--- config.mk ---
export PLATFORM = sky130hd
export DESIGN_NAME = triangle_edge_rasterizer_unit
export DESIGN_NICKNAME = d
export VERILOG_FILES = /design/src/ter_pkg.sv /design/src/ter_ctrl.sv /design/src/ter_datapath.sv /design/src/triangle_edge_rasterizer_unit.sv
export SDC_FILE = /design/constraint.sdc
export NUM_CORES = 2
export LEC_CHECK = 0
export BUFFER_PORTS_ARGS = -buffer_cell sky130_fd_sc_hd__buf_2
export CORE_UTILIZATION = 30
export DETAILED_ROUTE_END_ITERATION = 10
export GPL_TIMING_DRIVEN = 0
export PLACE_DENSITY_LB_ADDON = 0.1
export SETUP_SLACK_MARGIN = 0.4
export SKIP_LAST_GASP = 1
export SYNTH_ARGS = -nofsm -noshare
export SYNTH_HDL_FRONTEND = slang
export SYNTH_SLANG_ARGS = --single-unit
--- constraint.sdc ---
create_clock -name clk -period 12 [get_ports clk]
set_input_delay 2.4 -clock clk [delete_from_list [all_inputs] [get_ports clk]]
set_output_delay 2.4 -clock clk [all_outputs]
set_load 0.01 [all_outputs]
--- src/ter_pkg.sv ---
// Shared constants, codes and controller/datapath interface types of the triangle rasterizer.
`default_nettype none
package ter_pkg;

  localparam int COORD_BITS_DEFAULT = 12;
  localparam int DIM_BITS           = 11;
  localparam int ADDR_BITS          = 22;
  localparam int COLOR_BITS         = 8;

  localparam logic [DIM_BITS-1:0] SCREEN_WIDTH_RESET  = 11'd640;
  localparam logic [DIM_BITS-1:0] SCREEN_HEIGHT_RESET = 11'd400;

  localparam int CFG_INDEX_BITS = 1;
  localparam logic [CFG_INDEX_BITS-1:0] CFG_SCREEN_WIDTH  = 1'b0;
  localparam logic [CFG_INDEX_BITS-1:0] CFG_SCREEN_HEIGHT = 1'b1;

  localparam logic ACTION_LOAD = 1'b0;
  localparam logic ACTION_STEP = 1'b1;

  // Setup products pushed through the shared multiplier, one per cycle.
  localparam int NUM_TERMS    = 7;
  localparam int TERM_BITS    = 3;
  localparam int DRAIN_CYCLES = 2;
  localparam logic [TERM_BITS-1:0] TERM_E0_Y     = 3'd0;
  localparam logic [TERM_BITS-1:0] TERM_E0_X     = 3'd1;
  localparam logic [TERM_BITS-1:0] TERM_E1_Y     = 3'd2;
  localparam logic [TERM_BITS-1:0] TERM_E1_X     = 3'd3;
  localparam logic [TERM_BITS-1:0] TERM_E2_Y     = 3'd4;
  localparam logic [TERM_BITS-1:0] TERM_E2_X     = 3'd5;
  localparam logic [TERM_BITS-1:0] TERM_ROW_BASE = 3'd6;

  typedef struct packed {
    logic                 load;
    logic                 box;
    logic                 issue;
    logic [TERM_BITS-1:0] term;
    logic                 step;
    logic                 respond;
  } ctrl_cmd_t;

  typedef struct packed {
    logic empty;
    logic at_end;
  } ctrl_status_t;

endpackage
`default_nettype wire

--- src/ter_ctrl.sv ---
// Controller state machine of the triangle rasterizer.
`default_nettype none
module ter_ctrl (
  input  wire logic                 clk,
  input  wire logic                 rst,
  input  wire logic                 start,
  input  wire logic                 action,
  output logic                      busy,
  output ter_pkg::ctrl_cmd_t        cmd,
  input  wire ter_pkg::ctrl_status_t status
);

  localparam logic [2:0] S_IDLE  = 3'd0;
  localparam logic [2:0] S_BOX   = 3'd1;
  localparam logic [2:0] S_MUL   = 3'd2;
  localparam logic [2:0] S_DRAIN = 3'd3;
  localparam logic [2:0] S_RUN   = 3'd4;

  logic [2:0]                    state;
  logic [2:0]                    state_next;
  logic [ter_pkg::TERM_BITS-1:0] cnt;
  logic [ter_pkg::TERM_BITS-1:0] cnt_next;
  logic                          accept;

  assign busy   = state inside {S_BOX, S_MUL, S_DRAIN};
  assign accept = start && !busy;

  always_comb begin
    cmd        = '0;
    state_next = state;
    cnt_next   = cnt;
    case (state)
      S_IDLE, S_RUN: begin
        if (accept) begin
          cmd.respond = 1'b1;
          if (action == ter_pkg::ACTION_LOAD) begin
            cmd.load   = 1'b1;
            state_next = S_BOX;
          end else if (state == S_RUN) begin
            cmd.step = 1'b1;
            if (status.at_end) begin
              state_next = S_IDLE;
            end
          end
        end
      end
      S_BOX: begin
        cmd.box    = 1'b1;
        cnt_next   = '0;
        state_next = S_MUL;
      end
      S_MUL: begin
        if (status.empty) begin
          state_next = S_IDLE;
        end else begin
          cmd.issue = 1'b1;
          cmd.term  = cnt;
          if (cnt == ter_pkg::TERM_BITS'(ter_pkg::NUM_TERMS - 1)) begin
            cnt_next   = '0;
            state_next = S_DRAIN;
          end else begin
            cnt_next = cnt + 1'b1;
          end
        end
      end
      S_DRAIN: begin
        if (cnt == ter_pkg::TERM_BITS'(ter_pkg::DRAIN_CYCLES - 1)) begin
          state_next = S_RUN;
        end else begin
          cnt_next = cnt + 1'b1;
        end
      end
      default: begin
        state_next = S_IDLE;
      end
    endcase
  end

  always_ff @(posedge clk) begin
    if (rst) begin
      state <= S_IDLE;
      cnt   <= '0;
    end else begin
      state <= state_next;
      cnt   <= cnt_next;
    end
  end

endmodule
`default_nettype wire

--- src/ter_datapath.sv ---
// Datapath of the triangle rasterizer: box setup, shared multiplier and edge walker.
`default_nettype none
module ter_datapath #(
  parameter int COORD_BITS = ter_pkg::COORD_BITS_DEFAULT
) (
  input  wire logic                                  clk,
  input  wire logic                                  rst,
  input  wire ter_pkg::ctrl_cmd_t                    cmd,
  output ter_pkg::ctrl_status_t                      status,
  input  wire logic signed [COORD_BITS-1:0]          x0,
  input  wire logic signed [COORD_BITS-1:0]          y0,
  input  wire logic signed [COORD_BITS-1:0]          x1,
  input  wire logic signed [COORD_BITS-1:0]          y1,
  input  wire logic signed [COORD_BITS-1:0]          x2,
  input  wire logic signed [COORD_BITS-1:0]          y2,
  input  wire logic [ter_pkg::COLOR_BITS-1:0]        color,
  input  wire logic                                  cfg_write,
  input  wire logic [ter_pkg::CFG_INDEX_BITS-1:0]    cfg_index,
  input  wire logic [ter_pkg::DIM_BITS-1:0]          cfg_data,
  output logic                                       done,
  output logic                                       pixel_valid,
  output logic                                       write_enable,
  output logic [ter_pkg::ADDR_BITS-1:0]              pixel_address,
  output logic [ter_pkg::COLOR_BITS-1:0]             pixel_color,
  output logic                                       last
);

  localparam int W  = COORD_BITS;
  localparam int CW = ((W > ter_pkg::DIM_BITS) ? W : ter_pkg::DIM_BITS) + 2;
  localparam int SW = W + 1;
  localparam int OW = ((SW > ter_pkg::DIM_BITS + 1) ? SW : ter_pkg::DIM_BITS + 1);
  localparam int PW = 2 * OW;
  localparam int EW = 2 * W + 4;
  localparam int AW = ter_pkg::ADDR_BITS;

  logic [ter_pkg::DIM_BITS-1:0]   screen_width;
  logic [ter_pkg::DIM_BITS-1:0]   screen_height;

  logic signed [W-1:0]            vx [3];
  logic signed [W-1:0]            vy [3];
  logic [ter_pkg::COLOR_BITS-1:0] fill_color;

  logic [W-1:0]                   box_min_x;
  logic [W-1:0]                   box_max_x;
  logic [W-1:0]                   box_max_y;
  logic [W-1:0]                   cursor_x;
  logic [W-1:0]                   cursor_y;
  logic                           box_empty;
  logic signed [SW-1:0]           col_step [3];
  logic signed [SW-1:0]           row_step [3];

  logic signed [OW-1:0]           op_a;
  logic signed [OW-1:0]           op_b;
  logic [ter_pkg::TERM_BITS-1:0]  op_term;
  logic                           op_vld;
  logic signed [PW-1:0]           prod;
  logic [ter_pkg::TERM_BITS-1:0]  prod_term;
  logic                           prod_vld;

  logic signed [EW-1:0]           edge_row [3];
  logic signed [EW-1:0]           edge_val [3];
  logic [AW-1:0]                  row_base;

  // Bounding box setup.
  logic signed [CW-1:0] ex [3];
  logic signed [CW-1:0] ey [3];
  logic signed [CW-1:0] min_x, max_x, min_y, max_y;
  logic signed [CW-1:0] lim_x, lim_y;
  logic signed [CW-1:0] clip_min_x, clip_max_x, clip_min_y, clip_max_y;
  logic                 setup_empty;

  always_comb begin
    for (int i = 0; i < 3; i++) begin
      ex[i] = CW'(vx[i]);
      ey[i] = CW'(vy[i]);
    end
    min_x = ex[0];
    max_x = ex[0];
    min_y = ey[0];
    max_y = ey[0];
    for (int i = 1; i < 3; i++) begin
      if (ex[i] < min_x) min_x = ex[i];
      if (ex[i] > max_x) max_x = ex[i];
      if (ey[i] < min_y) min_y = ey[i];
      if (ey[i] > max_y) max_y = ey[i];
    end
    lim_x       = $signed(CW'(screen_width) - CW'(1));
    lim_y       = $signed(CW'(screen_height) - CW'(1));
    clip_min_x  = min_x[CW-1] ? '0 : min_x;
    clip_min_y  = min_y[CW-1] ? '0 : min_y;
    clip_max_x  = (max_x > lim_x) ? lim_x : max_x;
    clip_max_y  = (max_y > lim_y) ? lim_y : max_y;
    setup_empty = (clip_min_x > clip_max_x) || (clip_min_y > clip_max_y);
  end

  // Operand select for the shared multiplier.
  logic signed [SW-1:0] cur_x_s;
  logic signed [SW-1:0] cur_y_s;
  logic signed [OW-1:0] sel_a;
  logic signed [OW-1:0] sel_b;

  assign cur_x_s = $signed({1'b0, cursor_x});
  assign cur_y_s = $signed({1'b0, cursor_y});

  always_comb begin
    case (cmd.term)
      ter_pkg::TERM_E0_Y: begin
        sel_a = OW'(row_step[0]);
        sel_b = OW'(cur_y_s - SW'(vy[1]));
      end
      ter_pkg::TERM_E0_X: begin
        sel_a = OW'(col_step[0]);
        sel_b = OW'(cur_x_s - SW'(vx[1]));
      end
      ter_pkg::TERM_E1_Y: begin
        sel_a = OW'(row_step[1]);
        sel_b = OW'(cur_y_s - SW'(vy[2]));
      end
      ter_pkg::TERM_E1_X: begin
        sel_a = OW'(col_step[1]);
        sel_b = OW'(cur_x_s - SW'(vx[2]));
      end
      ter_pkg::TERM_E2_Y: begin
        sel_a = OW'(row_step[2]);
        sel_b = OW'(cur_y_s - SW'(vy[0]));
      end
      ter_pkg::TERM_E2_X: begin
        sel_a = OW'(col_step[2]);
        sel_b = OW'(cur_x_s - SW'(vx[0]));
      end
      ter_pkg::TERM_ROW_BASE: begin
        sel_a = $signed(OW'(screen_width));
        sel_b = $signed(OW'(cursor_y));
      end
      default: begin
        sel_a = '0;
        sel_b = '0;
      end
    endcase
  end

  logic signed [EW-1:0] prod_ext;
  logic                 inside_all;
  logic                 at_end;

  assign prod_ext   = EW'(prod);
  assign inside_all = !edge_val[0][EW-1] && !edge_val[1][EW-1] && !edge_val[2][EW-1];
  assign at_end     = (cursor_x == box_max_x) && (cursor_y == box_max_y);

  assign status.empty  = box_empty;
  assign status.at_end = at_end;

  // Configuration registers.
  always_ff @(posedge clk) begin
    if (rst) begin
      screen_width  <= ter_pkg::SCREEN_WIDTH_RESET;
      screen_height <= ter_pkg::SCREEN_HEIGHT_RESET;
    end else if (cfg_write) begin
      case (cfg_index)
        ter_pkg::CFG_SCREEN_WIDTH:  screen_width  <= cfg_data;
        ter_pkg::CFG_SCREEN_HEIGHT: screen_height <= cfg_data;
        default: ;
      endcase
    end
  end

  // Multiplier pipeline valid flags.
  always_ff @(posedge clk) begin
    if (rst) begin
      op_vld   <= 1'b0;
      prod_vld <= 1'b0;
    end else begin
      op_vld   <= cmd.issue;
      prod_vld <= op_vld;
    end
  end

  always_ff @(posedge clk) begin
    op_a      <= sel_a;
    op_b      <= sel_b;
    op_term   <= cmd.term;
    prod      <= PW'(op_a) * PW'(op_b);
    prod_term <= op_term;
  end

  // Triangle state: load, box setup, product accumulation and pixel walk.
  always_ff @(posedge clk) begin
    if (cmd.load) begin
      vx[0]      <= x0;
      vy[0]      <= y0;
      vx[1]      <= x1;
      vy[1]      <= y1;
      vx[2]      <= x2;
      vy[2]      <= y2;
      fill_color <= color;
    end
    if (cmd.box) begin
      box_empty   <= setup_empty;
      box_min_x   <= clip_min_x[W-1:0];
      box_max_x   <= clip_max_x[W-1:0];
      box_max_y   <= clip_max_y[W-1:0];
      cursor_x    <= clip_min_x[W-1:0];
      cursor_y    <= clip_min_y[W-1:0];
      col_step[0] <= SW'(vy[1]) - SW'(vy[2]);
      row_step[0] <= SW'(vx[2]) - SW'(vx[1]);
      col_step[1] <= SW'(vy[2]) - SW'(vy[0]);
      row_step[1] <= SW'(vx[0]) - SW'(vx[2]);
      col_step[2] <= SW'(vy[0]) - SW'(vy[1]);
      row_step[2] <= SW'(vx[1]) - SW'(vx[0]);
    end else if (prod_vld) begin
      case (prod_term)
        ter_pkg::TERM_E0_Y: begin
          edge_row[0] <= prod_ext;
          edge_val[0] <= prod_ext;
        end
        ter_pkg::TERM_E0_X: begin
          edge_row[0] <= edge_row[0] + prod_ext;
          edge_val[0] <= edge_row[0] + prod_ext;
        end
        ter_pkg::TERM_E1_Y: begin
          edge_row[1] <= prod_ext;
          edge_val[1] <= prod_ext;
        end
        ter_pkg::TERM_E1_X: begin
          edge_row[1] <= edge_row[1] + prod_ext;
          edge_val[1] <= edge_row[1] + prod_ext;
        end
        ter_pkg::TERM_E2_Y: begin
          edge_row[2] <= prod_ext;
          edge_val[2] <= prod_ext;
        end
        ter_pkg::TERM_E2_X: begin
          edge_row[2] <= edge_row[2] + prod_ext;
          edge_val[2] <= edge_row[2] + prod_ext;
        end
        ter_pkg::TERM_ROW_BASE: begin
          row_base <= prod[AW-1:0];
        end
        default: ;
      endcase
    end else if (cmd.step) begin
      if (cursor_x != box_max_x) begin
        cursor_x <= cursor_x + 1'b1;
        for (int i = 0; i < 3; i++) begin
          edge_val[i] <= edge_val[i] + EW'(col_step[i]);
        end
      end else if (cursor_y != box_max_y) begin
        cursor_y <= cursor_y + 1'b1;
        cursor_x <= box_min_x;
        for (int i = 0; i < 3; i++) begin
          edge_row[i] <= edge_row[i] + EW'(row_step[i]);
          edge_val[i] <= edge_row[i] + EW'(row_step[i]);
        end
        row_base <= row_base + AW'(screen_width);
      end
    end
  end

  // Result register: every accepted word yields one result on the next cycle.
  always_ff @(posedge clk) begin
    if (rst) begin
      done <= 1'b0;
    end else begin
      done <= cmd.respond;
    end
  end

  always_ff @(posedge clk) begin
    if (cmd.respond) begin
      pixel_valid   <= cmd.step;
      write_enable  <= cmd.step && inside_all;
      pixel_address <= cmd.step ? (row_base + AW'(cursor_x)) : '0;
      pixel_color   <= cmd.step ? fill_color : '0;
      last          <= cmd.step && at_end;
    end
  end

endmodule
`default_nettype wire

--- src/triangle_edge_rasterizer_unit.sv ---
// Top level of the half-space triangle rasterizer: controller plus datapath.
//
// Usage: an input word is taken at a rising edge where start is high and busy
// is low. With action low the word loads a triangle (three signed vertices and
// a color); with action high it steps to the next pixel of the loaded box.
// Every accepted word produces exactly one result on the next cycle, shown for a
// single cycle with done high. A load result has all fields zero; a step made
// while no triangle is active also returns zeros.
// A load holds busy high while it forms and clips the bounding box, feeds the
// shared setup multiplier (an X and a Y product per edge and the row base
// address) and drains its pipeline. When the clipped box is empty, busy drops
// once the box has been checked and the block stays idle. Once set up, a step
// word is accepted every cycle, so pixels come out at one per clock in raster
// order, the final one flagged by last.
// Loading while a triangle is being drawn drops the old triangle.
// The screen_width and screen_height registers are written through cfg_write,
// cfg_index and cfg_data, and should only change while the block is idle.
// Reset (rst, synchronous) restores 640 by 400 and leaves no triangle active.
// There is no output back-pressure: the receiver must take each result.
`default_nettype none
module triangle_edge_rasterizer_unit #(
  parameter int COORD_BITS = ter_pkg::COORD_BITS_DEFAULT
) (
  input  wire logic                                clk,
  input  wire logic                                rst,
  input  wire logic                                start,
  output logic                                     busy,
  input  wire logic                                action,
  input  wire logic signed [COORD_BITS-1:0]        x0,
  input  wire logic signed [COORD_BITS-1:0]        y0,
  input  wire logic signed [COORD_BITS-1:0]        x1,
  input  wire logic signed [COORD_BITS-1:0]        y1,
  input  wire logic signed [COORD_BITS-1:0]        x2,
  input  wire logic signed [COORD_BITS-1:0]        y2,
  input  wire logic [ter_pkg::COLOR_BITS-1:0]      color,
  input  wire logic                                cfg_write,
  input  wire logic [ter_pkg::CFG_INDEX_BITS-1:0]  cfg_index,
  input  wire logic [ter_pkg::DIM_BITS-1:0]        cfg_data,
  output logic                                     done,
  output logic                                     pixel_valid,
  output logic                                     write_enable,
  output logic [ter_pkg::ADDR_BITS-1:0]            pixel_address,
  output logic [ter_pkg::COLOR_BITS-1:0]           pixel_color,
  output logic                                     last
);

  // Commands flow from the controller to the datapath, status flows back.
  ter_pkg::ctrl_cmd_t    cmd;
  ter_pkg::ctrl_status_t status;

  ter_ctrl u_ctrl (
    .clk    (clk),
    .rst    (rst),
    .start  (start),
    .action (action),
    .busy   (busy),
    .cmd    (cmd),
    .status (status)
  );

  ter_datapath #(
    .COORD_BITS (COORD_BITS)
  ) u_datapath (
    .clk           (clk),
    .rst           (rst),
    .cmd           (cmd),
    .status        (status),
    .x0            (x0),
    .y0            (y0),
    .x1            (x1),
    .y1            (y1),
    .x2            (x2),
    .y2            (y2),
    .color         (color),
    .cfg_write     (cfg_write),
    .cfg_index     (cfg_index),
    .cfg_data      (cfg_data),
    .done          (done),
    .pixel_valid   (pixel_valid),
    .write_enable  (write_enable),
    .pixel_address (pixel_address),
    .pixel_color   (pixel_color),
    .last          (last)
  );

`ifndef SYNTH
  // Each accepted word yields its result on the very next cycle.
  a_result_follows_accept: assert property (@(posedge clk) disable iff (rst)
    (start && !busy) |=> done)
    else $error("accepted word produced no result");

  // No result appears without an accepted word.
  a_no_spurious_result: assert property (@(posedge clk) disable iff (rst)
    !(start && !busy) |=> !done)
    else $error("result without an accepted word");

  // A result that visits no pixel carries all-zero pixel fields.
  a_idle_result_zero: assert property (@(posedge clk) disable iff (rst)
    (done && !pixel_valid) |-> (!write_enable && !last && (pixel_address == '0) &&
                                (pixel_color == '0)))
    else $error("pixel fields set on a result without a pixel");

  // The final pixel leaves the block idle and ready.
  a_last_then_ready: assert property (@(posedge clk) disable iff (rst)
    (done && last) |-> (pixel_valid && !busy))
    else $error("last pixel did not end the triangle");
`endif

endmodule
`default_nettype wire
# [Word level (Yosys, flattened, before mapping)]
# Memories as Yosys holds them, arrays and structs flattened.
# Cells that the tools add are included.
[word_totals] mem_count=6 ram_bits=318 output_inout_bits=35 reg_bits=213 wordCells=257 input_bits=97
[classes] add_sub_neg=28 n_lt_le_gt_ge=12 n_eq_ne=33 mul=1 bitwise=18 mux=105 n_reduce_logical=29
[memory_table] name="u_datapath.edge_row" depth=3 word_bits=28 rd=3 rd_clocked_by_memory_dff=0 write_ports=3 line="ter_datapath.sv:60" rtl="logic signed [EW-1:0] edge_row [3];"
[memory_table] name="u_datapath.edge_val" depth=3 word_bits=28 rd=3 rd_clocked_by_memory_dff=0 write_ports=3 line="ter_datapath.sv:61" rtl="logic signed [EW-1:0] edge_val [3];"
[memory_table] name="u_datapath.col_step" depth=3 word_bits=13 rd=3 rd_clocked_by_memory_dff=0 write_ports=3 line="ter_datapath.sv:49" rtl="logic signed [SW-1:0] col_step [3];"
[memory_table] name="u_datapath.row_step" depth=3 word_bits=13 rd=3 rd_clocked_by_memory_dff=0 write_ports=3 line="ter_datapath.sv:50" rtl="logic signed [SW-1:0] row_step [3];"
[memory_table] name="u_datapath.vx" depth=3 word_bits=12 rd=3 rd_clocked_by_memory_dff=0 write_ports=3 line="ter_datapath.sv:39" rtl="logic signed [W-1:0] vx [3];"
[memory_table] name="u_datapath.vy" depth=3 word_bits=12 rd=3 rd_clocked_by_memory_dff=0 write_ports=3 line="ter_datapath.sv:40" rtl="logic signed [W-1:0] vy [3];"
[ops] cell="2-to-1 mux 28 bit" n=15
[ops] cell="one-hot mux 13 bit (7 select lines)" n=2
[ops] cell="adder 28 x 13 -> 28 bit" n=6
[ops] cell="2-to-1 mux 14 bit" n=10
[ops] cell="2-to-1 mux 12 bit" n=10
[ops] cell="2-to-1 mux 22 bit" n=5
[ops] cell="adder 28 x 26 -> 28 bit" n=3
[ops] cell="subtractor 12 x 12 -> 13 bit" n=6
[ops] cell="subtractor 13 x 12 -> 13 bit" n=6
[ops] cell="> comparator 14 bit" n=4
[ops] cell="2-to-1 mux 1 bit" n=45
[ops] cell="2-to-1 mux 3 bit" n=11
[ops] cell="> comparator 12 x 14 -> 1 bit" n=2
[ops] cell="less-than comparator 12 x 14 -> 1 bit" n=2
[ops] cell="multiplier 13 x 13 -> 26 bit" n=1
[ops] cell="2-to-1 mux 13 bit" n=2
[ops] cell="adder 12 x 1 -> 12 bit, second input constant" n=2
[ops] cell="== test 12 bit" n=2
[ops] cell="== test 3 bit, second input constant" n=8
[ops] cell="> comparator 12 bit" n=2
[ops] cell="less-than comparator 12 bit" n=2
[ops] cell="inequality test 12 bit" n=2
[ops] cell="subtractor 11 x 1 -> 12 bit, second input constant" n=2
[ops] cell="adder 22 x 11 -> 22 bit" n=1
[ops] cell="24 further kinds" n=75

# [Longest topological paths before layout]
[depth] depth_word=12 mapped_depth=44

# [Cells and area by module]
# From an unflattened synthesis, not the netlist that was laid out.
[unflattened] hier_cells=5501 hier_area_um2=49681.4
[by_module_without_submodules] mod="ter_datapath" n_inst=1 cells_per_inst=5448 area_per_inst_um2=49218.5
[by_module_without_submodules] mod="ter_ctrl" n_inst=1 cells_per_inst=53 area_per_inst_um2=462.9

# [Worst setup path after synthesis]
# Ideal clock, no wire load.
[synth_path] kind="register -> register" from="memory u_datapath.vy[0][13] (netlist name)" to="register u_datapath.box_empty, data pin" arrival_ps=7697 required_time_ps=11735 period_less_slack_ps=7963 stages_incl_launch_ff=44 slack_ps=4037 setup_ps=265 cell_sequence="edfxtp_1 inv_1 ha_1 nor2b_1 o21a_1 o21a_1 o31a_1 a211o_1 nand2_1 buf_2 nor2_1 a21oi_1 ha_1 nor2b_1 o21a_1 o21a_1 o21a_1 o21ai_0 [8 not listed] o21a_1 o21ai_0 nand2b_1 a21oi_1 o21ai_0 nand2_1 clkbuf_1 mux2_2 ha_1 a21oi_1 nor2b_1 o21ai_0 nand2_1 a21oi_1 o21ai_0 a21oi_1 o22ai_1 or3_1"
[synth_rtl] element="from (decl)" line="ter_datapath.sv:40"
[synth_rtl] element="to (signal assigned)" line="ter_datapath.sv:198" rtl="box_empty <= setup_empty;"
[synth_rtl] element="to (decl)" line="ter_datapath.sv:48" rtl="logic box_empty;"

==> metrics <==
CTS Buf Count=72; sw frac=49.6%; Seq cells post-synth=530; end point of the critical path=u_datapath.box_empty; synthesized instance count=5,350; Final #Nets=6,372; post-CTS sizing=0; CTS tree=yes; register area share after synthesis=between 30% and 40%; Util after Layout=34.1%; Root Driver=clkbuf_16; Initial DRT Pass Iterations=6; worst hold slack=around 0.34 ns; Clock Latency Late Sink=0.69 ns; Worst Hold Class=reg -> reg; Placer Congestion=0.924; Ys Warns=0; startpoint types=flop; Placed Cells=roughly 7,700; post-synth cell types=90; reg2reg end=u_datapath.box_empty; fmax=0.0992 GHz; Crit path buffers/inverters=4; crit path time final=10.08 ns; final setup violation count=0; Fillers=approximately 17,000; Routed WL per cell=around 25 microns; setup bufs post-CTS=0; critical setup path kind=reg -> reg; Die H=405 microns; initial antenna violation count=6; die area=between 0.15 and 0.2 sq mm; final count of hold timing violations=0; final non-filler cell total=7,788; Starting Density=30.3%; floorplan core area=around 0.16 sq mm; Data arrival, critical path=10.51 ns; status=finished, final reports clean; syn_area_per_cell=9.11 sq um; Slew Limit Fails=0; Max Root-Sink Buffers=3; WP depth=42; biggest cell delay along the critical path=0.67 ns; syn nets=slightly above 6,000; clock sinks=530; DRT antenna net count=0; layout cells sized above 1=under 10%; actual slew at the worst max-slew pin=1.45 ns; Data required, critical path=12.42 ns; total power=just under 20 mW; Synth async-reset ratio=0%; Detailed Place HPWL=153,000 microns; combinational share of power=72.9%; max_cap viols=0; Internal=9.88 mW; CP max FO=10; GR Util All Layers=approximately a quarter; sequential group share of total power=approximately 16%; vias in the first global route=40,807; DP Area=0.0524 sq mm; Net Switching=around 9.7 mW; I/O pin total=132; reg2reg start=u_datapath.vx[0][1]; clock slew seen by the registers of the worst setup and hold paths=0.06 ns; delay-heaviest family, CP=compound AO/OA/AOI/OAI gates; DRT Wirelength=193,000 microns; H-tree Lvls=3; design area=0.0549 sq mm; cell row count=roughly 150; worst-case clock skew=approximately 0.038 ns; Static Leak=22.7 nW; relative slew slack=3.04%; DR vias=41,448; CP Launch Point=u_datapath.vx[0][1]; clock share of power=around an eighth; vias per cell=5.32; slowest stage cell, crit path=mux2i_1; PnR worst setup slack=about 1.9 ns; Tcrit/Tclk final=84.0%; largest net degree at the start of global routing=67; top_reg_cell synth=edfxtp_1; maximum vdd drop=roughly 1 mV; CP endpoint kind=flop; number of I/O port buffers=130; Mapped Area=between 0.04 and 0.05 sq mm; RSZ-0062 raised after global routing=no; number of flops mapped to enable cells by yosys=441; chip width=405 microns; Post-Route Setup TNS=0 ns; grt ovf=0; R2R Setup Slk=1.92 ns; hold_buf cts=0; DRC=0; P per Cell Area=357 mW/mm^2; initial DRC count=3,165; first-pass GRT wire length=roughly 280,000 microns; Area Overhead vs Synth=12.6%; dpl ws=1.88 ns; depth of the worst register-to-register path=42
-- state kept, by name, summed over array words and instances (netlist names), 11 cells and up --
name                      cells
u_datapath.edge_row          84
u_datapath.edge_val          84
u_datapath.col_step          39
u_datapath.row_step          39
u_datapath.vx                36
u_datapath.vy                36
u_datapath.prod              26
u_datapath.pixel_address     22
u_datapath.row_base          22
u_datapath.op_a              13
u_datapath.op_b              13
u_datapath.box_max_x         12
u_datapath.box_max_y         12
u_datapath.cursor_x          12
u_datapath.cursor_y          12
u_datapath.box_min_x         11
u_datapath.screen_height     11
u_datapath.screen_width      11
-- placed cells by master, fill, tap and decap left out, types with 89 or more instances in the layout --
cell type,n
mux2i_1,101
nor2_1,418
a21o_1,134
a21oi_1,423
o21ai_0,333
inv_1,424
ha_1,528
xor2_1,131
fa_1,181
buf_2,137
xnor2_1,225
edfxtp_1,441
and2_1,98
dfxtp_1,89
nor3_1,108
nand2_1,495
clkbuf_1,144
-- Yosys cell counts, types with 89 or more instances --
cell | n | share of area, %
nand2_1 | 499 | 3.8
nor3_1 | 113 | 1.2
a21oi_1 | 423 | 4.3
mux2i_1 | 101 | 2.1
inv_1 | 425 | 3.3
edfxtp_1 | 441 | 27
fa_1 | 181 | 7.4
xor2_1 | 131 | 2.4
clkbuf_1 | 137 | 1.1
nor2_1 | 420 | 3.2
o21ai_0 | 336 | 3.4
dfxtp_1 | 89 | 3.7
xnor2_1 | 225 | 4.0
a21o_1 | 134 | 2.1
ha_1 | 528 | 14
and2_1 | 98 | 1.3
-- cell families (layout without fill, tap and decap cells) --
| group | count (synthesis) | count (layout) | share of synthesized area [%] |
|---|---|---|---|
| AND/OR/NAND/NOR | 1574 | 1574 | 15.1 |
| AO/OA/AOI/OAI | 1461 | 1461 | 19.2 |
| adder cells (fa/ha/maj) | 709 | 709 | 21.0 |
| buffers and inverters | 583 | 858 | 4.60 |
| flip-flops | 530 | 530 | 30.8 |
| XOR/XNOR | 356 | 356 | 6.40 |
| multiplexers | 137 | 137 | 2.91 |
| other | 0 | 3 | 0 |
-- per-layer routing --
layer,global-route usage [%],vias up,share of wire (%)
li1,-,19762,-
met1,33.1,20376,48
met2,36.7,1056,44
met3,2.44,254,4.3
met4,8.08,0,3.7
met5,0,-,0
-- layout make-up --
cell class | instances | area, sq um | area share (%)
multi-input combinational | 4237 | 31500 | 57.5
sequential | 530 | 15000 | 27.4
tap | 2160 | 2700 | 4.93
clock buffer | 95 | 2070 | 3.78
inverter | 425 | 1600 | 2.91
timing repair buffer | 142 | 878 | 1.60
buffer | 158 | 653 | 1.19
clock inverter | 38 | 384 | 0.700
antenna | 3 | 7.51 | 0.0137
-- worst min path at each step --
stage,start,endpoint,depth (start not counted)
6_report,u_datapath.op_term[1],u_datapath.prod_term[1],0
5_1_grt,u_datapath.op_term[1],u_datapath.prod_term[1],0
3_3_place_gp,u_datapath.op_term[1],u_datapath.prod_term[1],0
2_1_floorplan,u_datapath.op_term[0],u_datapath.prod_term[0],0
3_5_place_dp,u_datapath.op_term[1],u_datapath.prod_term[1],0
4_1_cts,u_datapath.op_term[1],u_datapath.prod_term[1],0
-- power by group through the flow --
stage | registers [mW] | logic (mW) | clock network (mW)
CTS | 3.03 | 14.6 | 2.34
global placement | 3.09 | 14.4 | 0
detailed placement | 3.07 | 14.4 | 0
floorplan | 2.69 | 10.3 | 0
finish | 3.03 | 14.3 | 2.29
global route | 3.03 | 16.1 | 2.41
-- worst register-to-register path, delay by kind of cell, from the launching register on --
kind / cells / cell delay (ns)
buffers and inverters: 4 / 1.38
AO/OA/AOI/OAI: 24 / 4.53
AND/OR/NAND/NOR: 6 / 0.71
adder cells (fa/ha/maj): 4 / 1.33
flip-flops: 1 / 0.59
multiplexers: 4 / 1.33
No activity file was read; power rests on OpenSTA's default activity.
